==> src/rtl/core/wsd_pkg.sv <==
// shared types, codes and helper functions for the wav stream sample decoder
// no dependencies
`default_nettype none

package wsd_pkg;

    localparam logic [1:0] KIND_SAMPLE = 2'd0;
    localparam logic [1:0] KIND_INFO   = 2'd1;
    localparam logic [1:0] KIND_DONE   = 2'd2;
    localparam logic [1:0] KIND_ERROR  = 2'd3;

    localparam logic [2:0] ERR_NONE      = 3'd0;
    localparam logic [2:0] ERR_RIFF      = 3'd1;
    localparam logic [2:0] ERR_WAVE      = 3'd2;
    localparam logic [2:0] ERR_TOO_LARGE = 3'd3;
    localparam logic [2:0] ERR_FMT_SHORT = 3'd4;
    localparam logic [2:0] ERR_FORMAT    = 3'd5;
    localparam logic [2:0] ERR_NO_FMT    = 3'd6;
    localparam logic [2:0] ERR_TRUNC     = 3'd7;

    localparam logic [1:0] FMT_PCM16 = 2'd0;
    localparam logic [1:0] FMT_PCM24 = 2'd1;
    localparam logic [1:0] FMT_FLT32 = 2'd2;
    localparam logic [1:0] FMT_BAD   = 2'd3;

    localparam logic [31:0] ID_RIFF   = 32'h4646_4952;
    localparam logic [31:0] ID_WAVE   = 32'h4556_4157;
    localparam logic [31:0] ID_FMT    = 32'h2074_6D66;
    localparam logic [31:0] ID_DATA   = 32'h6174_6164;
    localparam logic [31:0] MAX_CHUNK = 32'h0800_0000;

    typedef struct packed {
        logic [1:0]         result_kind;
        logic signed [23:0] sample_value;
        logic [15:0]        channel_index;
        logic [15:0]        channel_count;
        logic [31:0]        sample_rate;
        logic [1:0]         sample_format;
        logic [2:0]         fault_code;
    } res_t;

    typedef struct packed {
        logic step;
        logic finish;
        logic pop;
    } cmd_t;

    typedef struct packed {
        logic       need_div;
        logic [1:0] new_cnt;
        logic       div_done;
        logic       last_pop;
        logic [1:0] res_cnt;
    } sts_t;

    function automatic logic [1:0] format_code(input logic [15:0] afmt,
                                               input logic [15:0] bits);
        logic [1:0] f;
        if (afmt == 16'd1 && bits == 16'd16)
            f = FMT_PCM16;
        else if (afmt == 16'd1 && bits == 16'd24)
            f = FMT_PCM24;
        else if (afmt == 16'd3 && bits == 16'd32)
            f = FMT_FLT32;
        else
            f = FMT_BAD;
        return f;
    endfunction

    // float32 to q1.23, truncating toward zero with saturation
    function automatic logic [23:0] float_to_q23(input logic [31:0] b);
        logic [7:0]  e;
        logic [22:0] m;
        logic [7:0]  sh;
        logic [23:0] mag;
        logic [23:0] r;
        e   = b[30:23];
        m   = b[22:0];
        sh  = 8'd127 - e;
        mag = {1'b1, m} >> sh[4:0];
        if (e == 8'hFF && m != 23'd0)
            r = 24'd0;
        else if (e >= 8'd127)
            r = b[31] ? 24'h80_0000 : 24'h7F_FFFF;
        else if (e == 8'd0)
            r = 24'd0;
        else if (sh >= 8'd24)
            r = 24'd0;
        else
            r = b[31] ? (24'd0 - mag) : mag;
        return r;
    endfunction

endpackage

`default_nettype wire

==> src/rtl/core/wsd_if.sv <==
// channel interfaces of the wav stream sample decoder
// no dependencies
`default_nettype none

interface wsd_byte_if;
    logic       valid;
    logic       ready;
    logic [7:0] byte_value;
    logic       last_byte;
    modport source (output valid, output byte_value, output last_byte, input ready);
    modport sink (input valid, input byte_value, input last_byte, output ready);
endinterface

interface wsd_res_if;
    logic               valid;
    logic               ready;
    logic [1:0]         result_kind;
    logic signed [23:0] sample_value;
    logic [15:0]        channel_index;
    logic [15:0]        channel_count;
    logic [31:0]        sample_rate;
    logic [1:0]         sample_format;
    logic [2:0]         fault_code;
    logic               last_in_run;
    modport source (output valid, output result_kind, output sample_value,
                    output channel_index, output channel_count, output sample_rate,
                    output sample_format, output fault_code, output last_in_run,
                    input ready);
    modport sink (input valid, input result_kind, input sample_value,
                  input channel_index, input channel_count, input sample_rate,
                  input sample_format, input fault_code, input last_in_run,
                  output ready);
endinterface

interface wsd_cfg_if;
    logic        valid;
    logic        ready;
    logic [31:0] file_length_bytes;
    modport source (output valid, output file_length_bytes, input ready);
    modport sink (input valid, input file_length_bytes, output ready);
endinterface

`default_nettype wire

==> src/rtl/core/wsd_div.sv <==
// bit-serial remainder unit, one quotient bit per cycle
// depends on nothing
`default_nettype none

module wsd_div (
    input  wire logic        clk,
    input  wire logic        rst_n,
    input  wire logic        start,
    input  wire logic [31:0] dividend,
    input  wire logic [17:0] divisor,
    output logic             done,
    output logic             rem_zero
);

    logic        busy_reg, busy_next;
    logic [4:0]  cnt_reg, cnt_next;
    logic        done_reg, done_next;
    logic [31:0] dvd_reg, dvd_next;
    logic [17:0] dvs_reg, dvs_next;
    logic [17:0] rem_reg, rem_next;
    logic [18:0] trial;

    always_comb
    begin
        busy_next = busy_reg;
        cnt_next  = cnt_reg;
        done_next = 1'b0;
        dvd_next  = dvd_reg;
        dvs_next  = dvs_reg;
        rem_next  = rem_reg;
        trial     = {rem_reg, dvd_reg[31]};
        if (start)
        begin
            busy_next = 1'b1;
            cnt_next  = 5'd0;
            dvd_next  = dividend;
            dvs_next  = divisor;
            rem_next  = 18'd0;
        end
        else if (busy_reg)
        begin
            // restoring step
            if (trial >= {1'b0, dvs_reg})
                rem_next = 18'(trial - {1'b0, dvs_reg});
            else
                rem_next = trial[17:0];
            dvd_next = {dvd_reg[30:0], 1'b0};
            cnt_next = cnt_reg + 5'd1;
            if (cnt_reg == 5'd31)
            begin
                busy_next = 1'b0;
                done_next = 1'b1;
            end
        end
    end

    always_ff @(posedge clk or negedge rst_n)
    begin
        if (!rst_n)
        begin
            busy_reg <= 1'b0;
            cnt_reg  <= 5'd0;
            done_reg <= 1'b0;
        end
        else
        begin
            busy_reg <= busy_next;
            cnt_reg  <= cnt_next;
            done_reg <= done_next;
        end
    end

    always_ff @(posedge clk)
    begin
        dvd_reg <= dvd_next;
        dvs_reg <= dvs_next;
        rem_reg <= rem_next;
    end

    assign done     = done_reg;
    assign rem_zero = (rem_reg == 18'd0);

endmodule

`default_nettype wire

==> src/rtl/core/wsd_dp.sv <==
// parse state, chunk walking, sample conversion and result queue
// depends on wsd_pkg and wsd_div
`default_nettype none

module wsd_dp
    import wsd_pkg::*;
(
    input  wire logic        clk,
    input  wire logic        rst_n,
    input  wire cmd_t        cmd,
    output sts_t             st,
    input  wire logic [7:0]  byte_value,
    input  wire logic        last_byte,
    input  wire logic        cfg_we,
    input  wire logic [31:0] cfg_data,
    output res_t             cur_res,
    output logic             cur_last
);

    localparam logic [3:0] PH_RIFF  = 4'd0;
    localparam logic [3:0] PH_RSIZE = 4'd1;
    localparam logic [3:0] PH_WAVE  = 4'd2;
    localparam logic [3:0] PH_HDR   = 4'd3;
    localparam logic [3:0] PH_FMT   = 4'd4;
    localparam logic [3:0] PH_DATA  = 4'd5;
    localparam logic [3:0] PH_SKIP  = 4'd6;
    localparam logic [3:0] PH_PAD   = 4'd7;
    localparam logic [3:0] PH_DONE  = 4'd8;
    localparam logic [3:0] PH_ERR   = 4'd9;

    logic [31:0] flen_reg, flen_next;
    logic [3:0]  phase_reg, phase_next;
    logic [31:0] pos_reg, pos_next;
    logic [31:0] hshift_reg, hshift_next;
    logic [3:0]  hcnt_reg, hcnt_next;
    logic [31:0] id_reg, id_next;
    logic [31:0] len_reg, len_next;
    logic [31:0] left_reg, left_next;
    logic        pad_reg, pad_next;
    logic [15:0] afmt_reg, afmt_next;
    logic [15:0] chans_reg, chans_next;
    logic [31:0] rate_reg, rate_next;
    logic [15:0] bits_reg, bits_next;
    logic        fmt_seen_reg, fmt_seen_next;
    logic [31:0] sshift_reg, sshift_next;
    logic [1:0]  scnt_reg, scnt_next;
    logic [15:0] chcnt_reg, chcnt_next;
    logic        last_pend_reg, last_pend_next;
    res_t        q_reg [2];
    res_t        q_next [2];
    logic [1:0]  cnt_reg, cnt_next;
    logic        head_reg, head_next;

    res_t        rr [2];
    logic [1:0]  n;
    logic        need_div;
    logic        div_done;
    logic        div_rem_zero;
    logic [17:0] frame;
    logic [31:0] remaining;
    logic        too_big;
    logic [31:0] skip;
    logic [31:0] off;
    logic [2:0]  cnt3;
    logic [23:0] sval;
    logic [16:0] ch_inc;
    logic [1:0]  fcode;
    logic        last_in;
    res_t        info_res;
    res_t        plain_res;

    assign fcode = format_code(afmt_reg, bits_reg);
    assign frame = 18'({2'b00, chans_reg} * {15'd0, bits_reg[5:3]});

    always_comb
    begin
        plain_res = '0;
        info_res               = '0;
        info_res.result_kind   = KIND_INFO;
        info_res.channel_count = chans_reg;
        info_res.sample_rate   = rate_reg;
        info_res.sample_format = fcode;
    end

    always_comb
    begin
        flen_next      = cfg_we ? cfg_data : flen_reg;
        phase_next     = phase_reg;
        pos_next       = pos_reg;
        hshift_next    = hshift_reg;
        hcnt_next      = hcnt_reg;
        id_next        = id_reg;
        len_next       = len_reg;
        left_next      = left_reg;
        pad_next       = pad_reg;
        afmt_next      = afmt_reg;
        chans_next     = chans_reg;
        rate_next      = rate_reg;
        bits_next      = bits_reg;
        fmt_seen_next  = fmt_seen_reg;
        sshift_next    = sshift_reg;
        scnt_next      = scnt_reg;
        chcnt_next     = chcnt_reg;
        last_pend_next = last_pend_reg;
        q_next         = q_reg;
        cnt_next       = cnt_reg;
        head_next      = head_reg;
        rr[0]          = '0;
        rr[1]          = '0;
        n              = 2'd0;
        need_div       = 1'b0;
        remaining      = 32'd0;
        too_big        = 1'b0;
        skip           = 32'd0;
        off            = 32'd0;
        cnt3           = 3'd0;
        sval           = 24'd0;
        ch_inc         = 17'd0;
        last_in        = 1'b0;

        if (cmd.step && phase_reg != PH_DONE && phase_reg != PH_ERR)
        begin
            last_in  = last_byte;
            pos_next = (pos_reg != 32'hFFFF_FFFF) ? pos_reg + 32'd1 : pos_reg;
            hshift_next = {byte_value, hshift_reg[31:8]};
            remaining = (pos_next <= flen_reg) ? flen_reg - pos_next : 32'd0;
            unique case (phase_reg)
                PH_RIFF, PH_RSIZE, PH_WAVE:
                begin
                    hcnt_next = hcnt_reg + 4'd1;
                    if (hcnt_next >= 4'd4)
                    begin
                        hcnt_next = 4'd0;
                        if (phase_reg == PH_RIFF)
                        begin
                            if (hshift_next != ID_RIFF)
                            begin
                                rr[n[0]] = '{KIND_ERROR, 24'sd0, 16'd0, 16'd0, 32'd0,
                                             2'd0, ERR_RIFF};
                                n = n + 2'd1;
                                phase_next = PH_ERR;
                            end
                            else
                                phase_next = PH_RSIZE;
                        end
                        else if (phase_reg == PH_RSIZE)
                            phase_next = PH_WAVE;
                        else if (hshift_next != ID_WAVE)
                        begin
                            rr[n[0]] = '{KIND_ERROR, 24'sd0, 16'd0, 16'd0, 32'd0,
                                         2'd0, ERR_WAVE};
                            n = n + 2'd1;
                            phase_next = PH_ERR;
                        end
                        else
                            phase_next = PH_HDR;
                    end
                end
                PH_HDR:
                begin
                    hcnt_next = hcnt_reg + 4'd1;
                    if (hcnt_next == 4'd4)
                        id_next = hshift_next;
                    if (hcnt_next >= 4'd8)
                    begin
                        hcnt_next = 4'd0;
                        len_next  = hshift_next;
                        too_big   = (len_next > remaining) || (len_next > MAX_CHUNK);
                        if (id_reg == ID_FMT)
                        begin
                            if (too_big || len_next == 32'd0)
                            begin
                                rr[n[0]] = '{KIND_ERROR, 24'sd0, 16'd0, 16'd0, 32'd0,
                                             2'd0, too_big ? ERR_TOO_LARGE : ERR_FMT_SHORT};
                                n = n + 2'd1;
                                phase_next = PH_ERR;
                            end
                            else
                            begin
                                left_next  = len_next;
                                phase_next = PH_FMT;
                            end
                        end
                        else if (id_reg == ID_DATA)
                        begin
                            if (!fmt_seen_reg || too_big || chans_reg == 16'd0 ||
                                fcode == FMT_BAD)
                            begin
                                rr[n[0]] = '{KIND_ERROR, 24'sd0, 16'd0, 16'd0, 32'd0,
                                             2'd0, !fmt_seen_reg ? ERR_NO_FMT :
                                             (too_big ? ERR_TOO_LARGE : ERR_FORMAT)};
                                n = n + 2'd1;
                                phase_next = PH_ERR;
                            end
                            else
                            begin
                                // whole-frame check runs in the remainder unit
                                need_div       = 1'b1;
                                last_pend_next = last_byte;
                            end
                        end
                        else
                        begin
                            skip     = (len_next < remaining) ? len_next : remaining;
                            pad_next = !too_big && len_next[0];
                            if (skip == 32'd0)
                                phase_next = pad_next ? PH_PAD : PH_HDR;
                            else
                            begin
                                left_next  = skip;
                                phase_next = PH_SKIP;
                            end
                        end
                    end
                end
                PH_FMT:
                begin
                    off = len_reg - left_reg;
                    if (off == 32'd0)
                        afmt_next[7:0] = byte_value;
                    else if (off == 32'd1)
                        afmt_next[15:8] = byte_value;
                    else if (off == 32'd2)
                        chans_next[7:0] = byte_value;
                    else if (off == 32'd3)
                        chans_next[15:8] = byte_value;
                    else if (off == 32'd4)
                        rate_next[7:0] = byte_value;
                    else if (off == 32'd5)
                        rate_next[15:8] = byte_value;
                    else if (off == 32'd6)
                        rate_next[23:16] = byte_value;
                    else if (off == 32'd7)
                        rate_next[31:24] = byte_value;
                    else if (off == 32'd14)
                        bits_next[7:0] = byte_value;
                    else if (off == 32'd15)
                        bits_next[15:8] = byte_value;
                    left_next = left_reg - 32'd1;
                    if (left_next == 32'd0)
                    begin
                        if (len_reg < 32'd16)
                        begin
                            rr[n[0]] = '{KIND_ERROR, 24'sd0, 16'd0, 16'd0, 32'd0,
                                         2'd0, ERR_FMT_SHORT};
                            n = n + 2'd1;
                            phase_next = PH_ERR;
                        end
                        else
                        begin
                            fmt_seen_next = 1'b1;
                            pad_next      = len_reg[0];
                            hcnt_next     = 4'd0;
                            phase_next    = len_reg[0] ? PH_PAD : PH_HDR;
                        end
                    end
                end
                PH_DATA:
                begin
                    cnt3        = {1'b0, scnt_reg} + 3'd1;
                    sshift_next = sshift_reg | (32'(byte_value) << {scnt_reg, 3'b000});
                    if ({13'd0, cnt3} >= {3'd0, bits_reg[15:3]})
                    begin
                        unique case (fcode)
                            FMT_PCM16: sval = {sshift_next[15:0], 8'h00};
                            FMT_PCM24: sval = sshift_next[23:0];
                            FMT_FLT32: sval = float_to_q23(sshift_next);
                            default:   sval = 24'd0;
                        endcase
                        rr[n[0]] = '{KIND_SAMPLE, sval, chcnt_reg, 16'd0, 32'd0,
                                     2'd0, ERR_NONE};
                        n = n + 2'd1;
                        ch_inc = {1'b0, chcnt_reg} + 17'd1;
                        chcnt_next  = (ch_inc >= {1'b0, chans_reg}) ? 16'd0 : ch_inc[15:0];
                        sshift_next = 32'd0;
                        scnt_next   = 2'd0;
                    end
                    else
                        scnt_next = cnt3[1:0];
                    left_next = left_reg - 32'd1;
                    if (left_next == 32'd0)
                    begin
                        rr[n[0]] = '{KIND_DONE, 24'sd0, 16'd0, 16'd0, 32'd0,
                                     2'd0, ERR_NONE};
                        n = n + 2'd1;
                        phase_next = PH_DONE;
                    end
                end
                PH_SKIP:
                begin
                    left_next = left_reg - 32'd1;
                    if (left_next == 32'd0)
                    begin
                        hcnt_next  = 4'd0;
                        phase_next = pad_reg ? PH_PAD : PH_HDR;
                    end
                end
                PH_PAD:
                begin
                    pad_next   = 1'b0;
                    hcnt_next  = 4'd0;
                    phase_next = PH_HDR;
                end
                default:
                    phase_next = PH_ERR;
            endcase
        end
        else if (cmd.finish)
        begin
            last_in = last_pend_reg;
            if (!div_rem_zero)
            begin
                rr[n[0]] = '{KIND_ERROR, 24'sd0, 16'd0, 16'd0, 32'd0, 2'd0, ERR_FORMAT};
                n = n + 2'd1;
                phase_next = PH_ERR;
            end
            else
            begin
                rr[n[0]] = info_res;
                n = n + 2'd1;
                sshift_next = 32'd0;
                scnt_next   = 2'd0;
                chcnt_next  = 16'd0;
                if (len_reg == 32'd0)
                begin
                    rr[n[0]] = '{KIND_DONE, 24'sd0, 16'd0, 16'd0, 32'd0, 2'd0, ERR_NONE};
                    n = n + 2'd1;
                    phase_next = PH_DONE;
                end
                else
                begin
                    left_next  = len_reg;
                    phase_next = PH_DATA;
                end
            end
        end

        // truncated file: error follows whatever this byte produced
        if (!need_div && last_in && phase_next != PH_DONE && phase_next != PH_ERR)
        begin
            rr[n[0]] = '{KIND_ERROR, 24'sd0, 16'd0, 16'd0, 32'd0, 2'd0, ERR_TRUNC};
            n = n + 2'd1;
            phase_next = PH_ERR;
        end

        if (n != 2'd0)
        begin
            q_next    = rr;
            cnt_next  = n;
            head_next = 1'b0;
        end
        else if (cmd.pop)
        begin
            if ({1'b0, head_reg} == cnt_reg - 2'd1)
            begin
                cnt_next  = 2'd0;
                head_next = 1'b0;
            end
            else
                head_next = 1'b1;
        end
    end

    wsd_div u_div (
        .clk      (clk),
        .rst_n    (rst_n),
        .start    (need_div),
        .dividend (len_next),
        .divisor  (frame),
        .done     (div_done),
        .rem_zero (div_rem_zero)
    );

    always_ff @(posedge clk or negedge rst_n)
    begin
        if (!rst_n)
        begin
            flen_reg      <= 32'd0;
            phase_reg     <= PH_RIFF;
            pos_reg       <= 32'd0;
            hshift_reg    <= 32'd0;
            hcnt_reg      <= 4'd0;
            id_reg        <= 32'd0;
            len_reg       <= 32'd0;
            left_reg      <= 32'd0;
            pad_reg       <= 1'b0;
            afmt_reg      <= 16'd0;
            chans_reg     <= 16'd0;
            rate_reg      <= 32'd0;
            bits_reg      <= 16'd0;
            fmt_seen_reg  <= 1'b0;
            sshift_reg    <= 32'd0;
            scnt_reg      <= 2'd0;
            chcnt_reg     <= 16'd0;
            last_pend_reg <= 1'b0;
            cnt_reg       <= 2'd0;
            head_reg      <= 1'b0;
        end
        else
        begin
            flen_reg      <= flen_next;
            phase_reg     <= phase_next;
            pos_reg       <= pos_next;
            hshift_reg    <= hshift_next;
            hcnt_reg      <= hcnt_next;
            id_reg        <= id_next;
            len_reg       <= len_next;
            left_reg      <= left_next;
            pad_reg       <= pad_next;
            afmt_reg      <= afmt_next;
            chans_reg     <= chans_next;
            rate_reg      <= rate_next;
            bits_reg      <= bits_next;
            fmt_seen_reg  <= fmt_seen_next;
            sshift_reg    <= sshift_next;
            scnt_reg      <= scnt_next;
            chcnt_reg     <= chcnt_next;
            last_pend_reg <= last_pend_next;
            cnt_reg       <= cnt_next;
            head_reg      <= head_next;
        end
    end

    always_ff @(posedge clk)
    begin
        q_reg <= q_next;
    end

    assign cur_res  = (cnt_reg != 2'd0) ? q_reg[head_reg] : plain_res;
    assign cur_last = ({1'b0, head_reg} == cnt_reg - 2'd1);

    assign st.need_div = need_div;
    assign st.new_cnt  = n;
    assign st.div_done = div_done;
    assign st.last_pop = cur_last;
    assign st.res_cnt  = cnt_reg;

endmodule

`default_nettype wire

==> src/rtl/core/wsd_ctrl.sv <==
// handshake controller: accept, wait for frame check, deliver results
// depends on wsd_pkg
`default_nettype none

module wsd_ctrl
    import wsd_pkg::*;
(
    input  wire logic clk,
    input  wire logic rst_n,
    input  wire logic in_valid,
    output logic      in_ready,
    output logic      out_valid,
    input  wire logic out_ready,
    output cmd_t      cmd,
    input  wire sts_t st
);

    localparam logic [1:0] S_IDLE = 2'd0;
    localparam logic [1:0] S_DIV  = 2'd1;
    localparam logic [1:0] S_OUT  = 2'd2;

    logic [1:0] state_reg, state_next;

    assign in_ready   = (state_reg == S_IDLE);
    assign out_valid  = (state_reg == S_OUT);
    assign cmd.step   = in_ready && in_valid;
    assign cmd.finish = (state_reg == S_DIV) && st.div_done;
    assign cmd.pop    = out_valid && out_ready;

    always_comb
    begin
        state_next = state_reg;
        unique case (state_reg)
            S_IDLE:
            begin
                if (in_valid)
                begin
                    if (st.need_div)
                        state_next = S_DIV;
                    else if (st.new_cnt != 2'd0)
                        state_next = S_OUT;
                end
            end
            S_DIV:
                if (st.div_done)
                    state_next = S_OUT;
            S_OUT:
                if (out_ready && st.last_pop)
                    state_next = S_IDLE;
            default:
                state_next = S_IDLE;
        endcase
    end

    always_ff @(posedge clk or negedge rst_n)
    begin
        if (!rst_n)
            state_reg <= S_IDLE;
        else
            state_reg <= state_next;
    end

    a_out_has_data: assert property (@(posedge clk) disable iff (!rst_n)
        state_reg == S_OUT |-> st.res_cnt != 2'd0)
        else $error("result offered with empty queue");

    a_div_entry: assert property (@(posedge clk) disable iff (!rst_n)
        cmd.step && st.need_div |=> state_reg == S_DIV)
        else $error("frame check not started");

    a_idle_empty: assert property (@(posedge clk) disable iff (!rst_n)
        state_reg == S_IDLE |-> st.res_cnt == 2'd0)
        else $error("undelivered results while accepting");

endmodule

`default_nettype wire

==> src/rtl/core/wav_stream_sample_decoder.sv <==
// top level of the wav stream sample decoder
// depends on wsd_pkg, wsd_if, wsd_ctrl, wsd_dp (which holds wsd_div)
// latency: a byte is parsed in the cycle it is accepted; its results follow from the next cycle, but a valid
// data chunk header yields its results only after the frame check. throughput: one byte per cycle when it
// yields no result, else no new byte is taken until every result is delivered; the check is bit-serial
// reset: rst_n asynchronous active low clears the parse state and the file length register
`default_nettype none

module wav_stream_sample_decoder
    import wsd_pkg::*;
(
    input  wire logic clk,
    input  wire logic rst_n,
    wsd_byte_if.sink  byte_stream,
    wsd_res_if.source result_stream,
    wsd_cfg_if.sink   cfg_write
);

    cmd_t cmd;
    sts_t st;
    res_t cur_res;
    logic cur_last;

    // config writes are taken at any time; they are to be done only while idle, and the block does not enforce this
    assign cfg_write.ready = 1'b1;

    // controller: one transaction at a time on each side
    wsd_ctrl u_ctrl (
        .clk       (clk),
        .rst_n     (rst_n),
        .in_valid  (byte_stream.valid),
        .in_ready  (byte_stream.ready),
        .out_valid (result_stream.valid),
        .out_ready (result_stream.ready),
        .cmd       (cmd),
        .st        (st)
    );

    // datapath: chunk walker, converters and two-entry result queue
    wsd_dp u_dp (
        .clk        (clk),
        .rst_n      (rst_n),
        .cmd        (cmd),
        .st         (st),
        .byte_value (byte_stream.byte_value),
        .last_byte  (byte_stream.last_byte),
        .cfg_we     (cfg_write.valid),
        .cfg_data   (cfg_write.file_length_bytes),
        .cur_res    (cur_res),
        .cur_last   (cur_last)
    );

    // result payload straight from the queue head
    assign result_stream.result_kind   = cur_res.result_kind;
    assign result_stream.sample_value  = cur_res.sample_value;
    assign result_stream.channel_index = cur_res.channel_index;
    assign result_stream.channel_count = cur_res.channel_count;
    assign result_stream.sample_rate   = cur_res.sample_rate;
    assign result_stream.sample_format = cur_res.sample_format;
    assign result_stream.fault_code    = cur_res.fault_code;
    assign result_stream.last_in_run   = cur_last;

endmodule

`default_nettype wire

==> src/flat_wrapper.sv <==
// flat-port wrapper written by rule: the top's interface ports become plain ports
module wav_stream_sample_decoder_flat import wsd_pkg::*;
  (clk, rst_n, byte_stream_valid, byte_stream_byte_value, byte_stream_last_byte, byte_stream_ready, result_stream_valid, result_stream_result_kind, result_stream_sample_value, result_stream_channel_index, result_stream_channel_count, result_stream_sample_rate, result_stream_sample_format, result_stream_fault_code, result_stream_last_in_run, result_stream_ready, cfg_write_valid, cfg_write_file_length_bytes, cfg_write_ready);
  wsd_byte_if byte_stream_i ();
  wsd_res_if result_stream_i ();
  wsd_cfg_if cfg_write_i ();
  input  wire logic clk;
  input  wire logic rst_n;
  input wire logic [$bits(byte_stream_i.valid)-1:0] byte_stream_valid;
  input wire logic [$bits(byte_stream_i.byte_value)-1:0] byte_stream_byte_value;
  input wire logic [$bits(byte_stream_i.last_byte)-1:0] byte_stream_last_byte;
  output wire logic [$bits(byte_stream_i.ready)-1:0] byte_stream_ready;
  output wire logic [$bits(result_stream_i.valid)-1:0] result_stream_valid;
  output wire logic [$bits(result_stream_i.result_kind)-1:0] result_stream_result_kind;
  output wire logic [$bits(result_stream_i.sample_value)-1:0] result_stream_sample_value;
  output wire logic [$bits(result_stream_i.channel_index)-1:0] result_stream_channel_index;
  output wire logic [$bits(result_stream_i.channel_count)-1:0] result_stream_channel_count;
  output wire logic [$bits(result_stream_i.sample_rate)-1:0] result_stream_sample_rate;
  output wire logic [$bits(result_stream_i.sample_format)-1:0] result_stream_sample_format;
  output wire logic [$bits(result_stream_i.fault_code)-1:0] result_stream_fault_code;
  output wire logic [$bits(result_stream_i.last_in_run)-1:0] result_stream_last_in_run;
  input wire logic [$bits(result_stream_i.ready)-1:0] result_stream_ready;
  input wire logic [$bits(cfg_write_i.valid)-1:0] cfg_write_valid;
  input wire logic [$bits(cfg_write_i.file_length_bytes)-1:0] cfg_write_file_length_bytes;
  output wire logic [$bits(cfg_write_i.ready)-1:0] cfg_write_ready;
  assign byte_stream_i.valid = byte_stream_valid;
  assign byte_stream_i.byte_value = byte_stream_byte_value;
  assign byte_stream_i.last_byte = byte_stream_last_byte;
  assign byte_stream_ready = byte_stream_i.ready;
  assign result_stream_valid = result_stream_i.valid;
  assign result_stream_result_kind = result_stream_i.result_kind;
  assign result_stream_sample_value = result_stream_i.sample_value;
  assign result_stream_channel_index = result_stream_i.channel_index;
  assign result_stream_channel_count = result_stream_i.channel_count;
  assign result_stream_sample_rate = result_stream_i.sample_rate;
  assign result_stream_sample_format = result_stream_i.sample_format;
  assign result_stream_fault_code = result_stream_i.fault_code;
  assign result_stream_last_in_run = result_stream_i.last_in_run;
  assign result_stream_i.ready = result_stream_ready;
  assign cfg_write_i.valid = cfg_write_valid;
  assign cfg_write_i.file_length_bytes = cfg_write_file_length_bytes;
  assign cfg_write_ready = cfg_write_i.ready;
  wav_stream_sample_decoder u_core (.clk(clk), .rst_n(rst_n), .byte_stream(byte_stream_i), .result_stream(result_stream_i), .cfg_write(cfg_write_i));
endmodule
==> config.mk <==
export PLATFORM = sky130hd
export DESIGN_NAME = wav_stream_sample_decoder_flat
export DESIGN_NICKNAME = d
export VERILOG_FILES = /design/src/rtl/core/wsd_pkg.sv /design/src/rtl/core/wsd_if.sv /design/src/rtl/core/wsd_div.sv /design/src/rtl/core/wsd_dp.sv /design/src/rtl/core/wsd_ctrl.sv /design/src/rtl/core/wav_stream_sample_decoder.sv /design/src/flat_wrapper.sv
export SDC_FILE = /design/constraint.sdc
export NUM_CORES = 2
export LEC_CHECK = 0
export BUFFER_PORTS_ARGS = -buffer_cell sky130_fd_sc_hd__buf_2
export CAP_MARGIN = 0
export CORE_ASPECT_RATIO = 0.6
export CORE_MARGIN = 5
export CORE_UTILIZATION = 50
export CTS_CLUSTER_DIAMETER = 100
export DETAILED_ROUTE_END_ITERATION = 8
export PLACE_DENSITY = 0.74
export SKIP_LAST_GASP = 1
export SYNTH_ARGS = -nofsm -noshare
export SYNTH_HDL_FRONTEND = slang
export SYNTH_SLANG_ARGS = --single-unit
==> constraint.sdc <==
create_clock -name clk -period 38.2 [get_ports clk]
set_clock_uncertainty 0.2 [all_clocks]
set_input_delay 1.91 -clock clk [delete_from_list [all_inputs] [get_ports clk]]
set_output_delay 1.91 -clock clk [all_outputs]
set_load 0.01 [all_outputs]
**Word level (Yosys, flattened, before mapping)**

Cells that the tools add are included.

- Add/subtract/negate cells: 14
- Multipliers: 1
- $lt $le $gt $ge: 17
- Equal/unequal tests: 57
- Shift-type cells: 2
- Multiplexer cells: 166
- Bitwise gates (word level): 22
- Reductions and logical operators: 67

Operators with widths:

| cell | count |
|---|---|
| 95-bit two-way mux | 24 |
| 190-bit two-way mux | 4 |
| 32-bit two-way mux | 22 |
| 95-bit case mux with 4 select lines | 1 |
| 95-bit demux with 1-bit select | 2 |
| 188-bit bitwise AND | 1 |
| 188-bit NOT | 1 |
| 180-bit bitwise AND | 1 |
| 180-bit NOT | 1 |
| 32-bit logical NOT | 5 |
| 24-bit two-way mux | 6 |
| 32-bit by 3-bit equality test with 1-bit output (second input constant) | 4 |
| 16-bit two-way mux | 6 |
| 4-bit two-way mux | 24 |
| 93-bit two-way mux | 1 |
| 24-bit case mux with 3 select lines | 1 |
| 32-bit by 2-bit equality test with 1-bit output (second input constant) | 2 |
| 32-bit by 4-bit equality test with 1-bit output (second input constant) | 2 |
| 32-bit by 31-bit inequality test with 1-bit output (second input constant) | 2 |
| 32-bit case mux with 2 select lines | 1 |
| 32-bit subtractor | 2 |
| 2-bit two-way mux | 27 |
| 32-bit by 1-bit adder with 32-bit output (second input constant) | 1 |
| 16-bit by 5-bit equality test with 1-bit output (second input constant) | 2 |
| other kinds (85) | 203 |

- Bits in registers: 603
- Input port bits: 46
- Logic and storage cells: 393

**Longest topological paths before layout**

- Depth in word-level cells: 25
- Depth in mapped cells: 42
- Depth with buffers taken out: 36

**Modules after synthesis**

Synthesis repeated with hierarchy kept, for this count alone.

- Cells, all modules: 3786
- Area, all modules: 34589.4 sq um

Modules (own cells, without submodules):

| module | times used | cells an instance | area an instance (sq um) | sequential area each (sq um) |
|---|---|---|---|---|
| wsd_dp | 1 | 3411 | 30402.9 | 11120.7 |
| wsd_div | 1 | 360 | 4050.1 | 2037.0 |
| wsd_ctrl | 1 | 13 | 125.1 | 50.0 |
| wav_stream_sample_decoder | 1 | 2 | 11.3 | 0.0 |

**Worst setup path before layout**

Ideal clock, no wire load.

- Path type: register to register
- Start: reg u_core.u_dp.pos_reg[0]
- End: reg u_core.u_dp.cnt_reg[1]
- Setup time: 0.358 ns
- Arrival: 12.647 ns
- Slack: 24.995 ns
- Cell stages (with the launch flop): 40
- Path buffers: 4
- Path through: dfrtp_1 ha_1 nand3_1 or4_1 buf_2 nor3_4 nor2_1 and3_1 and3_1 and3_1 and3_1 clkbuf_1 and3_1 nand3_1 xor2_1 ha_1 clkbuf_1 a21o_1 [4 not listed] o31a_1 o21ai_2 clkbuf_1 nand2_1 ha_1 a21o_1 a21o_1 a221oi_1 o221ai_1 a21oi_1 nand2_1 a21o_1 o21ai_1 nand2_1 a221oi_1 nor2_1 a21boi_1 o32ai_1

- Longest elaborated chain between the ends: 23
- Elaborated cells between the ends (all ways): 52
- Those cells by class: 3 x add/sub; 3 x order compare; 3 x eq/ne; 27 x mux; 16 x reduce/logical

RTL lines:

| item | RTL line | text |
|---|---|---|
| start, declared | wsd_dp.sv:33 | `logic [31:0] pos_reg, pos_next;` |
| start signal, assigned | wsd_dp.sv:403 | `pos_reg <= pos_next;` |
| 32-bit by 1-bit adder with 32-bit output / 32-bit inequality test (equally long branches) | wsd_dp.sv:124 | `pos_next = (pos_reg != 32'hFFFF_FFFF) ? pos_reg + 32'd1 : pos_reg;` |
| 32-bit two-way mux (*) | wsd_dp.sv:124 |  |
| 32-bit subtractor / 32-bit less-or-equal comparator (equally long branches) | wsd_dp.sv:126 | `remaining = (pos_next <= flen_reg) ? flen_reg - pos_next : 32'd0;` |
| 32-bit two-way mux (*) | wsd_dp.sv:126 |  |
| branches (longest 15 deep; another with 32-bit less-than comparator) | n/a |  |
| 2-bit two-way mux (*) | wsd_dp.sv:339 | `if (!need_div && last_in && phase_next != PH_DONE && phase_next != PH_ERR)` |
| 2-bit nonzero test | wsd_dp.sv:346 | `if (n != 2'd0)` |
| 2-bit nonzero test (no source line) | n/a |  |
| 2-bit AND reduction (no source line) | n/a |  |
| end signal, assigned | wsd_dp.sv:419 | `cnt_reg <= cnt_next;` |
| end, declared | wsd_dp.sv:51 | `logic [1:0] cnt_reg, cnt_next;` |

Every way passes the cells marked *.
A chain may end at the register's enable or synchronous reset.

**Worst setup path after layout**

- Start: reg u_core.u_dp.pos_reg[0]
- End: reg u_core.u_dp.q_reg[161] (netlist name), enable pin

- Longest elaborated chain between the ends: 21
- Elaborated cells between the ends (all ways): 48
- Those cells by class: 3 x add/sub; 3 x order compare; 3 x eq/ne; 26 x mux; 13 x reduce/logical

RTL lines:

| item | RTL line | text |
|---|---|---|
| 32-bit by 1-bit adder with 32-bit output / 32-bit inequality test (equally long branches) | wsd_dp.sv:124 |  |
| 32-bit two-way mux (*) | wsd_dp.sv:124 |  |
| 32-bit subtractor / 32-bit less-or-equal comparator (equally long branches) | wsd_dp.sv:126 |  |
| 32-bit two-way mux (*) | wsd_dp.sv:126 |  |
| branches (longest 15 deep; another with 32-bit less-than comparator) | n/a |  |
| 2-bit two-way mux (*) | wsd_dp.sv:339 |  |
| 2-bit nonzero test (*) | wsd_dp.sv:346 |  |
| end signal, assigned | wsd_dp.sv:426 | `q_reg <= q_next;` |
| end, declared | wsd_dp.sv:49 | `res_t q_reg [2];` |

Marked as above.

==> metrics.yaml <==
run_status:
  status: "complete, no violations"
power:
  comb_power_share_pct: 14.4
  peakVddDrop_uv: 30.7
  power_leakage_nw: 16.0
  power.density_nw_per_um2: 33.3
  power_frac_clock_pct: 40.5
  power_mw: 1.24
  p_seq_share_pct: 45.1
  internal_power_uw: 897
  p_sw_uw: 342
  switching_share_pct: 27.6
clock_tree:
  ctsResizeCount: 0
  root_buffer: "clkbuf_16"
  ctsHtreeMaxLevel: 2
  cts_tree: "built"
  clock_sinks: 502
  cts_setup_buffers: 0
  clock_latency_ns: 0.63
  clk_pin_slew_ns: 0.07
  clockBufferDepth: 3
  holdBufCountCts: 0
  cts_buffers: 48
drt:
  drc_errors: 0
  drt_iter0_drc: 4058
  avgRoutedWirePerCell_um: 22.2
  drt_first_pass_iters: 7
  dr_total_vias: 29200
  drt-total-wl_um: 103000
  vias_per_cell: 6.30
  ant_nets: 0
critical_path:
  rr_worst_depth: 37
  worstSetupEndpointType: "register"
  cp_common_cell: "and3_1"
  cp_max_fo: 64
  required_ns: 38.24
  cp.arrival_ns: 11.76
  slowest_delay_ns: 0.84
  criticalPathCategory: "reg -> reg"
  cp_slowest_cell: "or4_1"
  start_kind: "register"
flow_run:
  max-cap-violations: 0
global_routing:
  track_usage_pct: 27.2
  grt_pass1_wl_um: 160000
  grt_pass1_vias: 26800
  gr-total-overflow: 0
  antenna_found_initial: 9
  grt_max_degree: 158
placement:
  hpwlAfterDp_um: 74800
  port-buffer-count: 143
  dp.cells: 4545
  place_congestion: 1.01
min_path:
  hold_class: "reg -> reg"
  min_path_cells: 1
sta:
  max_freq_mhz: 85.3
  worst_pin_slew_ns: 1.38
  rsz0062_at_grt: "no"
  fin_crit_sh_pct: 30.7
  maxSlewHeadroom_pct: 6.89
  maxSlewViolCount: 0
  final-hold-violation-count: 0
  fin_setup_tns_ns: 0
  fin_crit_ns: 11.72
  setup_viol: 0
  hold_slack_ns: 0.271
yosys:
  synthArstFlopShare_pct: 67.1
  synth_cells: 3637
  synth-simple-area-share_pct: 19.0
  seq_area_frac_synth_pct: 38.8
  synth.area.mux_share_pct: 10.8
  synth_seq_cells: 502
  syn_area_per_cell_um2: 9.36
  synth_top_area_share_pct: 24.8
  synth_area_um2: 34000
  synth_area_leaders: "dfrtp_1, edfxtp_1, mux2_2"
  synth-edff-count: 147
  synth_top_family_by_area: "simple AND/OR/NAND/NOR gates"
  synth_xor_area_share_pct: 4.58
  synth_nets: 3859
  synth_top_area_cell: "dfrtp_1"
  ys_warn_count: 0
  synthFlopType: "dfrtp_1"
  synth_cell_type_count: 106
  synth_fa_ha_area_share_pct: 6.90
  synth_compound_area_share_pct: 15.8
floorplanning:
  core_area_um2: 67800
  die_y_um: 212
  num_rows: 74
  die_w_um: 347
  io_pins: 145
  initial_core_util_pct: 50.2
  dieArea_um2: 73600
cells_and_area:
  drive_gt1_share_pct: 14.2
  largest_register_ffs: 97
  instances_no_fill: 4639
  fillCellCount: 6035
  nNetsFinal: 3905
  fin_util_pct: 54.8
  area_delta_synth_final_pct: 9.19
metal layers:
layer | track usage (%) | vias to the layer above | part of all wire (%)
met1 | 44.3 | 14200 | 47
met3 | 8.34 | 156 | 13
met4 | 4.94 | 8 | 1.6
met5 | 0 | - | 0.069
li1 | - | 13300 | -
met2 | 35.1 | 1624 | 38
power by group through the flow:
| stage | sequential [mW] | combinational [mW] | clock [mW] |
|---|---|---|---|
| 6_report | 0.559 | 0.178 | 0.502 |
| 3_5_place_dp | 0.569 | 0.174 | 0 |
| 3_3_place_gp | 0.569 | 0.174 | 0 |
| 5_1_grt | 0.559 | 0.195 | 0.532 |
| 4_1_cts | 0.559 | 0.175 | 0.509 |
| 2_1_floorplan | 0.567 | 0.108 | 0 |
logic make-up after synthesis:
family          Yosys count
buf+inv                 361
mux                     310
xor+xnor                178
flops                   502
fa+ha+maj               177
compound gates          821
simple gates           1287
other cells               1
path summary, 6_finish.rpt:
check / from / to / slack, ns
setup / recovery: u_core.u_dp.pos_reg[0]$_DFFE_PN0P_ / u_core.u_dp.q_reg[161]$_DFFE_PP_ / 26.48
hold / removal: u_core.u_dp.u_div.done$_DFF_PN0_ / u_core.u_ctrl.state_reg[0]$_DFFE_PN0P_ / 0.27
setup reg to reg: u_core.u_dp.pos_reg[0]$_DFFE_PN0P_ / u_core.u_dp.q_reg[161]$_DFFE_PP_ / 26.48
hold reg to reg: u_core.u_dp.u_div.done$_DFF_PN0_ / u_core.u_ctrl.state_reg[0]$_DFFE_PN0P_ / 0.27
max in group asynchronous: rst_n / u_core.u_dp.rate_reg[29]$_DFFE_PN0P_ / 35.06
min in group asynchronous: rst_n / u_core.u_dp.sshift_reg[5]$_DFFE_PN0P_ / 1.12
Yosys cell counts (11+ instances only):
cell type    n
nor2b_1     34
or4_1       12
a31oi_1     22
nand4_1     52
and3_1      91
a21boi_0    16
nand2_1    408
and2_1     134
mux2_1      44
o211ai_1    36
a21o_1      64
nor2_1     239
a21oi_1    254
and4_1      12
mux2i_1     66
nor3_1      67
xor2_1      66
fa_1        18
ha_1       158
dfxtp_1     18
nand2b_1    26
dfrtp_1    337
inv_1      169
mux2_2     177
o31ai_1     15
buf_1       11
nand3_1     84
o21ai_0    169
a32o_1      14
or3_1       23
a221oi_1    15
o21a_1      27
o22ai_1     11
a211oi_1    38
clkbuf_1   161
xnor2_1    112
mux4_2      23
edfxtp_1   147
nor4_1      41
buf_2       13
cell type report:
class	instances	area (µm²)	area share, %
Tap cell	912	1140	3.07
Sequential cell	502	13200	35.5
Inverter	171	642	1.73
Clock buffer	63	1350	3.64
Multi-Input combinational cell	2774	19500	52.4
Clock inverter	27	262	0.704
Antenna cell	4	10.0	0.0269
Timing Repair Buffer	186	1060	2.86
worst max-delay path: cells and delay by family, from the launching register on:
family,cells,cell delay (ns)
compound gates,16,4.27
simple gates,14,3.80
buf+inv,3,1.40
fa+ha+maj,3,0.86
flops,1,0.46
xor+xnor,1,0.19
metrics by stage:
step | setup WS [ns] | area [µm²]
3_5_place_dp | 26.92 | 35500
2_1_floorplan | 24.99 | 34000
5_1_grt | 25.84 | 37200
4_1_cts | 26.87 | 37200
3_3_place_gp | 27.20 | 35500
6_report | 26.48 | 37200
cell usage in the layout, fill, tap and decap left out, types with 66 or more instances in the layout:
cell / count
nand2_1: 408
dfrtp_1: 337
a21oi_1: 252
nor2_1: 235
mux2_2: 177
inv_1: 169
o21ai_0: 168
ha_1: 158
edfxtp_1: 147
buf_2: 142
and2_1: 134
xnor2_1: 112
and3_1: 91
nand3_1: 84
nor3_1: 67
xor2_1: 66
mux2i_1: 66
No activity file was read; power rests on OpenSTA's default activity.
